### src/rtl/vvcrtp_pkg.sv
// ----------------------------------------------------------------------------
// vvcrtp_pkg
// Shared types and constants for the VVC RTP packetizer: RTP/FU header
// constants, configuration register indexes and the front-to-back command.
// ----------------------------------------------------------------------------
package vvcrtp_pkg;

    // Packet geometry
    localparam int unsigned DEF_MAX_PACKET_BYTES = 65535;
    localparam int unsigned MIN_PACKET_BYTES     = 16;
    localparam int unsigned HDR_BYTES            = 12;
    localparam int unsigned FU_HDR_BYTES         = 3;
    localparam int unsigned NAL_MIN_LEN          = 2;

    // Header field constants
    localparam logic [7:0] RTP_V2_BYTE     = 8'h80;
    localparam logic [4:0] FU_TYPE         = 5'd29;
    localparam logic [4:0] VCL_TYPE_LIMIT  = 5'd12;

    // Configuration reset values
    localparam logic [15:0] RST_MAX_PACKET_SIZE  = 16'd1400;
    localparam logic [6:0]  RST_PAYLOAD_TYPE     = 7'd96;
    localparam logic [15:0] RST_INITIAL_SEQUENCE = 16'd0;
    localparam logic [31:0] RST_SOURCE_ID        = 32'd0;

    // Command queue depth
    localparam int unsigned QUEUE_DEPTH = 4;

    // Byte positions inside one command; 0..11 are the RTP header
    localparam logic [3:0] POS_PRE0 = 4'd12;
    localparam logic [3:0] POS_PRE1 = 4'd13;
    localparam logic [3:0] POS_PRE2 = 4'd14;
    localparam logic [3:0] POS_DATA = 4'd15;

    typedef enum logic [1:0] {
        CFG_MAX_PACKET_SIZE  = 2'd0,
        CFG_PAYLOAD_TYPE     = 2'd1,
        CFG_INITIAL_SEQUENCE = 2'd2,
        CFG_SOURCE_ID        = 2'd3
    } cfg_idx_t;

    // Sequence counter load from the configuration port
    typedef struct packed {
        logic        load;
        logic [15:0] value;
    } seq_load_t;

    // One packetizing command: optional RTP header, prefix bytes, one data byte
    typedef struct packed {
        logic        hdr;     // emit 12-byte RTP header first
        logic        fu;      // three prefix bytes instead of one
        logic        marker;
        logic [15:0] seq;
        logic [31:0] ts;
        logic [7:0]  pre0;
        logic [7:0]  pre1;
        logic [7:0]  pre2;
        logic [7:0]  data;
        logic        last;    // data byte ends the packet
    } cmd_t;

    // Queue status seen by both sides
    typedef struct packed {
        logic full;
        logic empty;
    } q_stat_t;

endpackage

### src/rtl/vvcrtp_front.sv
// ----------------------------------------------------------------------------
// vvcrtp_front
// Accepts NAL bytes, tracks NAL/fragment state and the sequence counter, and
// issues one packetizing command per byte that produces output.
// ----------------------------------------------------------------------------
module vvcrtp_front #(
    parameter int unsigned MAX_PACKET_BYTES = vvcrtp_pkg::DEF_MAX_PACKET_BYTES
) (
    input  logic                  clk,
    input  logic                  rst_n,
    input  logic                  in_valid,
    input  logic [7:0]            in_byte,
    input  logic                  nal_start,
    input  logic [15:0]           nal_length,
    input  logic                  end_of_access_unit,
    input  logic [31:0]           timestamp,
    input  logic                  q_full,
    input  logic [15:0]           max_packet_size,
    input  vvcrtp_pkg::seq_load_t seq_load,
    output logic                  push,
    output vvcrtp_pkg::cmd_t      cmd
);
    import vvcrtp_pkg::*;

    localparam logic [15:0] MAX_SZ  = 16'(MAX_PACKET_BYTES);
    localparam logic [15:0] MIN_SZ  = 16'(MIN_PACKET_BYTES);
    localparam logic [15:0] FU_OVH  = 16'(HDR_BYTES + FU_HDR_BYTES);

    logic [15:0] seq_reg, seq_next;
    logic [15:0] held_reg, held_next;
    logic [15:0] rem_reg, rem_next;
    logic [15:0] fill_reg, fill_next;
    logic        fmode_reg, fmode_next;
    logic        first_reg, first_next;
    logic [31:0] time_reg, time_next;
    logic        mark_reg, mark_next;
    logic        tp_reg, tp_next;

    logic        accept;
    logic [15:0] sz;
    logic [15:0] rem_dec;
    logic [15:0] cap;
    logic [15:0] fill_inc;
    logic        frag_start;
    logic        final_frag;
    logic        nal_done;
    logic        frag_last;

    assign accept = in_valid && !q_full;

    // Effective packet size, clamped to the supported range
    always_comb
    begin
        if (max_packet_size < MIN_SZ)
            sz = MIN_SZ;
        else if (max_packet_size > MAX_SZ)
            sz = MAX_SZ;
        else
            sz = max_packet_size;
    end

    // Size decisions
    assign rem_dec    = rem_reg - 16'd1;
    assign nal_done   = (rem_dec == 16'd0);
    assign cap        = sz - FU_OVH;
    assign fill_inc   = fill_reg + 16'd1;
    assign frag_start = ({1'b0, nal_length} + 17'(HDR_BYTES)) > {1'b0, sz};
    assign final_frag = ({1'b0, rem_dec} + 17'(HDR_BYTES + FU_HDR_BYTES + 1))
                        <= {1'b0, sz};
    assign frag_last  = (fill_inc >= cap) || nal_done;

    // Per-byte state update and command build
    always_comb
    begin
        seq_next   = seq_reg;
        held_next  = held_reg;
        rem_next   = rem_reg;
        fill_next  = fill_reg;
        fmode_next = fmode_reg;
        first_next = first_reg;
        time_next  = time_reg;
        mark_next  = mark_reg;
        tp_next    = tp_reg;
        push       = 1'b0;

        cmd.hdr    = 1'b0;
        cmd.fu     = 1'b0;
        cmd.marker = 1'b0;
        cmd.seq    = seq_reg;
        cmd.ts     = time_reg;
        cmd.pre0   = held_reg[15:8];
        cmd.pre1   = {FU_TYPE, held_reg[2:0]};
        cmd.pre2   = {first_reg, final_frag, final_frag & mark_reg, held_reg[7:3]};
        cmd.data   = in_byte;
        cmd.last   = nal_done;

        if (accept)
        begin
            if (rem_reg == 16'd0)
            begin
                // idle: open a NAL on a valid start byte
                if (nal_start && (nal_length >= 16'(NAL_MIN_LEN)))
                begin
                    time_next  = timestamp;
                    mark_next  = end_of_access_unit;
                    held_next  = {in_byte, 8'h00};
                    rem_next   = nal_length - 16'd1;
                    fmode_next = frag_start;
                    first_next = 1'b1;
                    fill_next  = 16'd0;
                    tp_next    = 1'b1;
                end
            end
            else
            begin
                rem_next = rem_dec;
                if (tp_reg)
                begin
                    // second NAL header byte: type known now
                    tp_next   = 1'b0;
                    held_next = {held_reg[15:8], in_byte};
                    if (!fmode_reg)
                    begin
                        push       = 1'b1;
                        cmd.hdr    = 1'b1;
                        cmd.marker = (in_byte[7:3] < VCL_TYPE_LIMIT) && mark_reg;
                        if (nal_done)
                            seq_next = seq_reg + 16'd1;
                    end
                end
                else if (!fmode_reg)
                begin
                    push = 1'b1;
                    if (nal_done)
                        seq_next = seq_reg + 16'd1;
                end
                else
                begin
                    // fragmentation unit payload byte
                    push       = 1'b1;
                    cmd.fu     = 1'b1;
                    cmd.hdr    = (fill_reg == 16'd0);
                    cmd.marker = final_frag && mark_reg;
                    cmd.last   = frag_last;
                    if (fill_reg == 16'd0)
                        first_next = 1'b0;
                    if (frag_last)
                    begin
                        fill_next = 16'd0;
                        seq_next  = seq_reg + 16'd1;
                    end
                    else
                    begin
                        fill_next = fill_inc;
                    end
                end
            end
        end

        if (seq_load.load)
            seq_next = seq_load.value;
    end

    // State registers
    always_ff @(posedge clk or negedge rst_n)
    begin
        if (!rst_n)
        begin
            seq_reg   <= RST_INITIAL_SEQUENCE;
            held_reg  <= 16'd0;
            rem_reg   <= 16'd0;
            fill_reg  <= 16'd0;
            fmode_reg <= 1'b0;
            first_reg <= 1'b1;
            time_reg  <= 32'd0;
            mark_reg  <= 1'b0;
            tp_reg    <= 1'b0;
        end
        else
        begin
            seq_reg   <= seq_next;
            held_reg  <= held_next;
            rem_reg   <= rem_next;
            fill_reg  <= fill_next;
            fmode_reg <= fmode_next;
            first_reg <= first_next;
            time_reg  <= time_next;
            mark_reg  <= mark_next;
            tp_reg    <= tp_next;
        end
    end

endmodule

### src/rtl/vvcrtp_fifo.sv
// ----------------------------------------------------------------------------
// vvcrtp_fifo
// Short command queue between the front and back stages.
// ----------------------------------------------------------------------------
module vvcrtp_fifo (
    input  logic                clk,
    input  logic                rst_n,
    input  logic                push,
    input  vvcrtp_pkg::cmd_t    wdata,
    input  logic                pop,
    output vvcrtp_pkg::cmd_t    rdata,
    output vvcrtp_pkg::q_stat_t stat
);
    import vvcrtp_pkg::*;

    localparam int unsigned PW = $clog2(QUEUE_DEPTH);
    localparam int unsigned CW = $clog2(QUEUE_DEPTH + 1);

    cmd_t          mem_reg [QUEUE_DEPTH];
    logic [PW-1:0] wr_ptr_reg, wr_ptr_next;
    logic [PW-1:0] rd_ptr_reg, rd_ptr_next;
    logic [CW-1:0] count_reg, count_next;

    assign stat.full  = (count_reg == CW'(QUEUE_DEPTH));
    assign stat.empty = (count_reg == '0);
    assign rdata      = mem_reg[rd_ptr_reg];

    // Pointer and fill count
    always_comb
    begin
        wr_ptr_next = wr_ptr_reg;
        rd_ptr_next = rd_ptr_reg;
        count_next  = count_reg;
        if (push)
            wr_ptr_next = (wr_ptr_reg == PW'(QUEUE_DEPTH - 1)) ? '0 : wr_ptr_reg + 1'b1;
        if (pop)
            rd_ptr_next = (rd_ptr_reg == PW'(QUEUE_DEPTH - 1)) ? '0 : rd_ptr_reg + 1'b1;
        if (push && !pop)
            count_next = count_reg + 1'b1;
        else if (pop && !push)
            count_next = count_reg - 1'b1;
    end

    always_ff @(posedge clk or negedge rst_n)
    begin
        if (!rst_n)
        begin
            wr_ptr_reg <= '0;
            rd_ptr_reg <= '0;
            count_reg  <= '0;
        end
        else
        begin
            wr_ptr_reg <= wr_ptr_next;
            rd_ptr_reg <= rd_ptr_next;
            count_reg  <= count_next;
        end
    end

    // Entry storage
    always_ff @(posedge clk)
    begin
        if (push)
            mem_reg[wr_ptr_reg] <= wdata;
    end

endmodule

### src/rtl/vvcrtp_back.sv
// ----------------------------------------------------------------------------
// vvcrtp_back
// Expands queued commands into RTP packet bytes, one byte per cycle while the
// output is not stalled, into a registered output stage.
// ----------------------------------------------------------------------------
module vvcrtp_back (
    input  logic                clk,
    input  logic                rst_n,
    input  vvcrtp_pkg::cmd_t    rdata,
    input  vvcrtp_pkg::q_stat_t stat,
    input  logic [6:0]          payload_type,
    input  logic [31:0]         source_id,
    input  logic                out_stall,
    output logic                pop,
    output logic                out_valid,
    output logic [7:0]          out_byte,
    output logic                packet_last
);
    import vvcrtp_pkg::*;

    cmd_t       cur_reg, cur_next;
    logic       cur_valid_reg, cur_valid_next;
    logic [3:0] pos_reg, pos_next;
    logic       out_valid_reg;
    logic [7:0] out_byte_reg;
    logic       packet_last_reg;

    logic       out_free;
    logic       advance;
    logic       at_data;
    logic [7:0] sel_byte;

    assign out_free = !out_valid_reg || !out_stall;
    assign advance  = cur_valid_reg && out_free;
    assign at_data  = (pos_reg == POS_DATA);
    assign pop      = (!cur_valid_reg || (advance && at_data)) && !stat.empty;

    // Byte at the current position
    always_comb
    begin
        case (pos_reg)
            4'd0:    sel_byte = RTP_V2_BYTE;
            4'd1:    sel_byte = {cur_reg.marker, payload_type};
            4'd2:    sel_byte = cur_reg.seq[15:8];
            4'd3:    sel_byte = cur_reg.seq[7:0];
            4'd4:    sel_byte = cur_reg.ts[31:24];
            4'd5:    sel_byte = cur_reg.ts[23:16];
            4'd6:    sel_byte = cur_reg.ts[15:8];
            4'd7:    sel_byte = cur_reg.ts[7:0];
            4'd8:    sel_byte = source_id[31:24];
            4'd9:    sel_byte = source_id[23:16];
            4'd10:   sel_byte = source_id[15:8];
            4'd11:   sel_byte = source_id[7:0];
            POS_PRE0: sel_byte = cur_reg.pre0;
            POS_PRE1: sel_byte = cur_reg.pre1;
            POS_PRE2: sel_byte = cur_reg.pre2;
            default: sel_byte = cur_reg.data;
        endcase
    end

    // Command walk: load from queue, step position
    always_comb
    begin
        cur_next       = cur_reg;
        cur_valid_next = cur_valid_reg;
        pos_next       = pos_reg;
        if (pop)
        begin
            cur_next       = rdata;
            cur_valid_next = 1'b1;
            pos_next       = rdata.hdr ? 4'd0 : POS_DATA;
        end
        else if (advance)
        begin
            if (at_data)
                cur_valid_next = 1'b0;
            else if ((pos_reg == POS_PRE0) && !cur_reg.fu)
                pos_next = POS_DATA;
            else
                pos_next = pos_reg + 4'd1;
        end
    end

    always_ff @(posedge clk or negedge rst_n)
    begin
        if (!rst_n)
        begin
            cur_valid_reg <= 1'b0;
            pos_reg       <= POS_DATA;
            out_valid_reg <= 1'b0;
        end
        else
        begin
            cur_valid_reg <= cur_valid_next;
            pos_reg       <= pos_next;
            if (out_free)
                out_valid_reg <= advance;
        end
    end

    // Payload registers
    always_ff @(posedge clk)
    begin
        cur_reg <= cur_next;
        if (out_free)
        begin
            out_byte_reg    <= sel_byte;
            packet_last_reg <= at_data && cur_reg.last;
        end
    end

    assign out_valid   = out_valid_reg;
    assign out_byte    = out_byte_reg;
    assign packet_last = packet_last_reg;

endmodule

### src/rtl/vvc_rtp_packetizer.sv
// ----------------------------------------------------------------------------
// vvc_rtp_packetizer
// RTP packetizer for H.266/VVC NAL units: single NAL unit packets and
// fragmentation units, one NAL byte in, RTP packet bytes out.
// ----------------------------------------------------------------------------
//  channel | direction | handshake           | payload
//  --------+-----------+---------------------+------------------------------------
//  in      | sink      | in_valid / in_stall | in_byte, nal_start, nal_length,
//          |           |                     | end_of_access_unit, timestamp
//  out     | source    | out_valid/out_stall | out_byte, packet_last
//  cfg     | sink      | cfg_we              | cfg_addr, cfg_data
//
//  Each NAL byte that produces output becomes one command in a 4-entry queue;
//  the back stage emits one output byte per cycle while out_stall is low, so a
//  plain payload byte yields one byte and a packet start 14 (single NAL) or 16
//  (FU) bytes. in_stall rises only when the command queue is full, e.g. during
//  header bursts or while the output is stalled.
//  rst_n clears all control state and loads the register reset values.
// ----------------------------------------------------------------------------
module vvc_rtp_packetizer #(
    parameter int unsigned MAX_PACKET_BYTES = vvcrtp_pkg::DEF_MAX_PACKET_BYTES
) (
    input  logic        clk,
    input  logic        rst_n,
    // configuration
    input  logic        cfg_we,
    input  logic [1:0]  cfg_addr,
    input  logic [31:0] cfg_data,
    // NAL byte input
    input  logic        in_valid,
    output logic        in_stall,
    input  logic [7:0]  in_byte,
    input  logic        nal_start,
    input  logic [15:0] nal_length,
    input  logic        end_of_access_unit,
    input  logic [31:0] timestamp,
    // RTP byte output
    output logic        out_valid,
    input  logic        out_stall,
    output logic [7:0]  out_byte,
    output logic        packet_last
);
    import vvcrtp_pkg::*;

    logic [15:0] max_packet_size_reg;
    logic [6:0]  payload_type_reg;
    logic [31:0] source_id_reg;
    seq_load_t   seq_load;

    logic        push;
    logic        pop;
    cmd_t        wcmd;
    cmd_t        rcmd;
    q_stat_t     qstat;

    // Configuration registers
    always_ff @(posedge clk or negedge rst_n)
    begin
        if (!rst_n)
        begin
            max_packet_size_reg <= RST_MAX_PACKET_SIZE;
            payload_type_reg    <= RST_PAYLOAD_TYPE;
            source_id_reg       <= RST_SOURCE_ID;
        end
        else if (cfg_we)
        begin
            unique case (cfg_idx_t'(cfg_addr))
                CFG_MAX_PACKET_SIZE:  max_packet_size_reg <= cfg_data[15:0];
                CFG_PAYLOAD_TYPE:     payload_type_reg    <= cfg_data[6:0];
                CFG_INITIAL_SEQUENCE: ;
                CFG_SOURCE_ID:        source_id_reg       <= cfg_data;
            endcase
        end
    end

    // Sequence counter load lives in the front stage
    assign seq_load.load  = cfg_we && (cfg_idx_t'(cfg_addr) == CFG_INITIAL_SEQUENCE);
    assign seq_load.value = cfg_data[15:0];

    assign in_stall = qstat.full;

    vvcrtp_front #(
        .MAX_PACKET_BYTES (MAX_PACKET_BYTES)
    ) u_front (
        .clk                (clk),
        .rst_n              (rst_n),
        .in_valid           (in_valid),
        .in_byte            (in_byte),
        .nal_start          (nal_start),
        .nal_length         (nal_length),
        .end_of_access_unit (end_of_access_unit),
        .timestamp          (timestamp),
        .q_full             (qstat.full),
        .max_packet_size    (max_packet_size_reg),
        .seq_load           (seq_load),
        .push               (push),
        .cmd                (wcmd)
    );

    vvcrtp_fifo u_fifo (
        .clk   (clk),
        .rst_n (rst_n),
        .push  (push),
        .wdata (wcmd),
        .pop   (pop),
        .rdata (rcmd),
        .stat  (qstat)
    );

    vvcrtp_back u_back (
        .clk          (clk),
        .rst_n        (rst_n),
        .rdata        (rcmd),
        .stat         (qstat),
        .payload_type (payload_type_reg),
        .source_id    (source_id_reg),
        .out_stall    (out_stall),
        .pop          (pop),
        .out_valid    (out_valid),
        .out_byte     (out_byte),
        .packet_last  (packet_last)
    );

endmodule

### config.mk
export PLATFORM = sky130hd
export DESIGN_NAME = vvc_rtp_packetizer
export DESIGN_NICKNAME = d
export VERILOG_FILES = /design/src/rtl/vvcrtp_pkg.sv /design/src/rtl/vvcrtp_front.sv /design/src/rtl/vvcrtp_fifo.sv /design/src/rtl/vvcrtp_back.sv /design/src/rtl/vvc_rtp_packetizer.sv
export SDC_FILE = /design/constraint.sdc
export NUM_CORES = 1
export LEC_CHECK = 0
export ABC_AREA = 0
export BUFFER_PORTS_ARGS = -buffer_cell sky130_fd_sc_hd__clkbuf_2
export CAP_MARGIN = 20
export CORE_MARGIN = 4
export CORE_UTILIZATION = 59
export CTS_BUF_LIST = sky130_fd_sc_hd__clkbuf_4
export DETAILED_ROUTE_END_ITERATION = 10
export PLACE_DENSITY = 0.76
export SYNTH_ARGS = -nofsm -noshare
export SYNTH_HDL_FRONTEND = slang
export SYNTH_SLANG_ARGS = --single-unit
export TNS_END_PERCENT = 30
### constraint.sdc
create_clock -name clk -period 14.2 [get_ports clk]
set_clock_uncertainty 0.05 [all_clocks]
set_input_delay 1.42 -clock clk [delete_from_list [all_inputs] [get_ports clk]]
set_output_delay 1.42 -clock clk [all_outputs]
set_load 0.02 [all_outputs]
==> impl_metrics.ini <==
[status]
status = completed

[sta]
rsz0062_at_grt = false
worst_slack_ps = 8690
finalCritPeriodShare = 0.388
maxSlewViolCount = 0
timing.fmax_ghz = 0.181
maxSlewHeadroom = 0.185
finalSetupViolCount = 0
fin_hold_ws_ps = 440
tightest_slew_ps = 1220
tns_ps = 0
hold_viol = 0
fin_crit_ps = 5510

[floorplanning]
io_pins = 108
fp-row-count = 75
start_util = 0.598
die_h_um = 214
coreArea_um2 = 42000
die-area_um2 = 46000
dieWidth_um = 214

[cells_and_area]
fillers = 2973
final_cells = 2534
nets = 2041
area_growth_pct = 12.1
largest_register_ffs = 316
seq_area_um2 = 16300
drive_gt1_frac = 0.292
utilization = 0.671
final_area_um2 = 28200
multiInputGateArea_um2 = 8290

[clock_network]
cts_tree = done
clock-sinks = 571
cts_setup_buffers = 0
cts_hold_buffers = 0
cts_resized = 0
cts_made_buffers = 143
clk_pin_slew_ps = 60
cts.path.max_buffers = 3
htreeDepth = 4
cts_root_buffer = clkbuf_4
insertion_delay_ps = 830

[place]
dp.final_hpwl_um = 37700
dpl.cell_count = 2265
gp_congestion = 0.920
port_buffers = 107
placed_area_um2 = 26200
place_ws_ps = 8800

[synth]
yosysWarnings = 0
synth-seq-cells = 571
synth.most_common_cell = edfxtp_1
seq_area_frac_synth = 0.649
synth.distinct_cells = 77
synth_fp_nets = 1851
synth_area_um2 = 25100
synth_top_cell_by_area = edfxtp_1
synthArstFlopShare = 0.294
synth_commonest_cells = edfxtp_1, dfrtp_1, mux2_2, nand2_1, mux4_2
syn_avg_cell_area_um2 = 14.9
synth_top_area_frac = 0.481
synth_edf_count = 403
synthCells = 1683
synth_area_leaders = edfxtp_1, dfrtp_1, mux4_2
synth_flop_cell = edfxtp_1

[worst_hold_path]
min_path_type = reg2reg

[drt]
detail-route-antenna-nets = 0
vias = 15600
firstDrtPassIters = 5
drc = 0
drt-vias-per-instance = 6.16
wirelength_um = 57700
drt-initial-drc-count = 1466
wl_per_cell_um = 22.8

[grt]
grt_start_max_net_pins = 60
grt_antenna_before_repair = 2
grt_use_total = 0.254
grt_pass1_wl_um = 90200
grt_busiest_layer = met2
grt_pass1_vias = 15900
gr-total-overflow = 0
grtUsageMet3 = 0.0572
grt.met2_usage = 0.409
grt.met1_usage = 0.343

[setup_path]
cp_top_family = simple AND/OR/NAND/NOR gates
cp-start-kind = flop
end_kind = flop
crit_chain = or3_1 > or4_1 > or4_1 > nand2_1 > inv_1 > ha_1 > nand3_1 > nand3_1 > nor4_1 > xnor2_1 > ha_1 > nand2_1 > o21ai_0 > a2111oi_0 > a211oi_1 > a22oi_1 > buf_4 > o41ai_1 > a31oi_1
path_max_fanout = 29
crit_type = reg2reg
worstPathRequired_ps = 14790
crit_buf_inv = 2
slowest_stage = or4_1
worst_path_largest_cell_delay_ps = 590
arrival_ps = 6100

[power_and_ir_drop]
leakagePower_nw = 10.7
finalPower_mw = 5.25
vdd_drop_max_v = 0.000149
p_sw_frac = 0.322
pwr-share-seq = 0.461
comb_power_share = 0.266
p_clk_frac = 0.274
netSwitchingPower_mw = 1.69
power.density_nw_per_um2 = 186
p_int_mw = 3.56

[flow_run]
maxCapViolations = 0
path summary, 6_finish.rpt:
path,cells past startpoint,from,slack (ps),endpoint
min,0,u_front.time_reg[5],440,u_fifo.mem_reg[1][33]
max in group asynchronous,3,rst_n,11600,max_packet_size_reg[13]
min in group asynchronous,1,rst_n,510,u_front.held_reg[0]
max,19,max_packet_size_reg[11],8690,u_front.seq_reg[14]
min reg2reg,0,u_front.time_reg[5],440,u_fifo.mem_reg[1][33]
max reg2reg,19,max_packet_size_reg[11],8690,u_front.seq_reg[14]
cell usage in the layout, fill, tap and decap left out, types with 23 or more instances in the layout:
cell	synthesis	layout
o21ai_0	74	74
xnor2_1	51	51
clkbuf_4	0	213
mux4_2	80	80
dfrtp_1	155	153
edfxtp_1	403	403
a21oi_1	41	41
nand4_1	23	23
nor2_1	78	78
nand2_1	86	86
mux2_2	100	100
clkinv_1	0	30
clkbuf_2	1	107
inv_1	57	56
nand3_1	46	45
xor2_1	26	26
ha_1	70	70
metal layers:
layer | part of all wire | vias up
met5 | 0 | -
met4 | 0.028 | 0
met3 | 0.083 | 101
met2 | 0.48 | 689
met1 | 0.40 | 7816
li1 | - | 7001
cell type report:
class,count,share of cell area
clock inverter,52,0.0128
inverter,57,0.00763
timing repair buffer,131,0.0257
sequential,571,0.579
tap,539,0.0239
multi-input combinational,969,0.294
clock buffer,213,0.0567
antenna,2,0.000178
worst register-to-register path: cells and delay by family, from the launching register on:
kind | cells | cell delay, ps
buffers and inverters | 2 | 370
xor gates and xnor gates | 1 | 120
and+or+nand+nor | 8 | 2260
adders and majority gates | 2 | 540
DFF | 1 | 400
AOI/OAI and AO/OA | 6 | 1610
cells by family (layout without fill, tap and decap cells):
logic type,after synthesis,count (layout),synth area share
flip-flops,571,571,0.649
AND/OR/NAND/NOR,366,366,0.0749
AO/OA/AOI/OAI,271,271,0.0730
multiplexers,184,184,0.118
buffers and inverters,143,453,0.0224
XOR/XNOR,77,77,0.0268
adder cells (fa/ha/maj),71,71,0.0356
other,0,2,0
power by group through the flow:
| stage | registers (mW) | logic (mW) | clock network (mW) |
|---|---|---|---|
| 3_5_place_dp | 2.45 | 1.38 | 0 |
| 5_1_grt | 2.45 | 1.52 | 1.57 |
| 4_1_cts | 2.42 | 1.39 | 1.47 |
| 2_1_floorplan | 2.33 | 1.04 | 0 |
| 6_report | 2.42 | 1.40 | 1.44 |
| 3_3_place_gp | 2.43 | 1.35 | 0 |
Power figures use the tool's default switching activity.
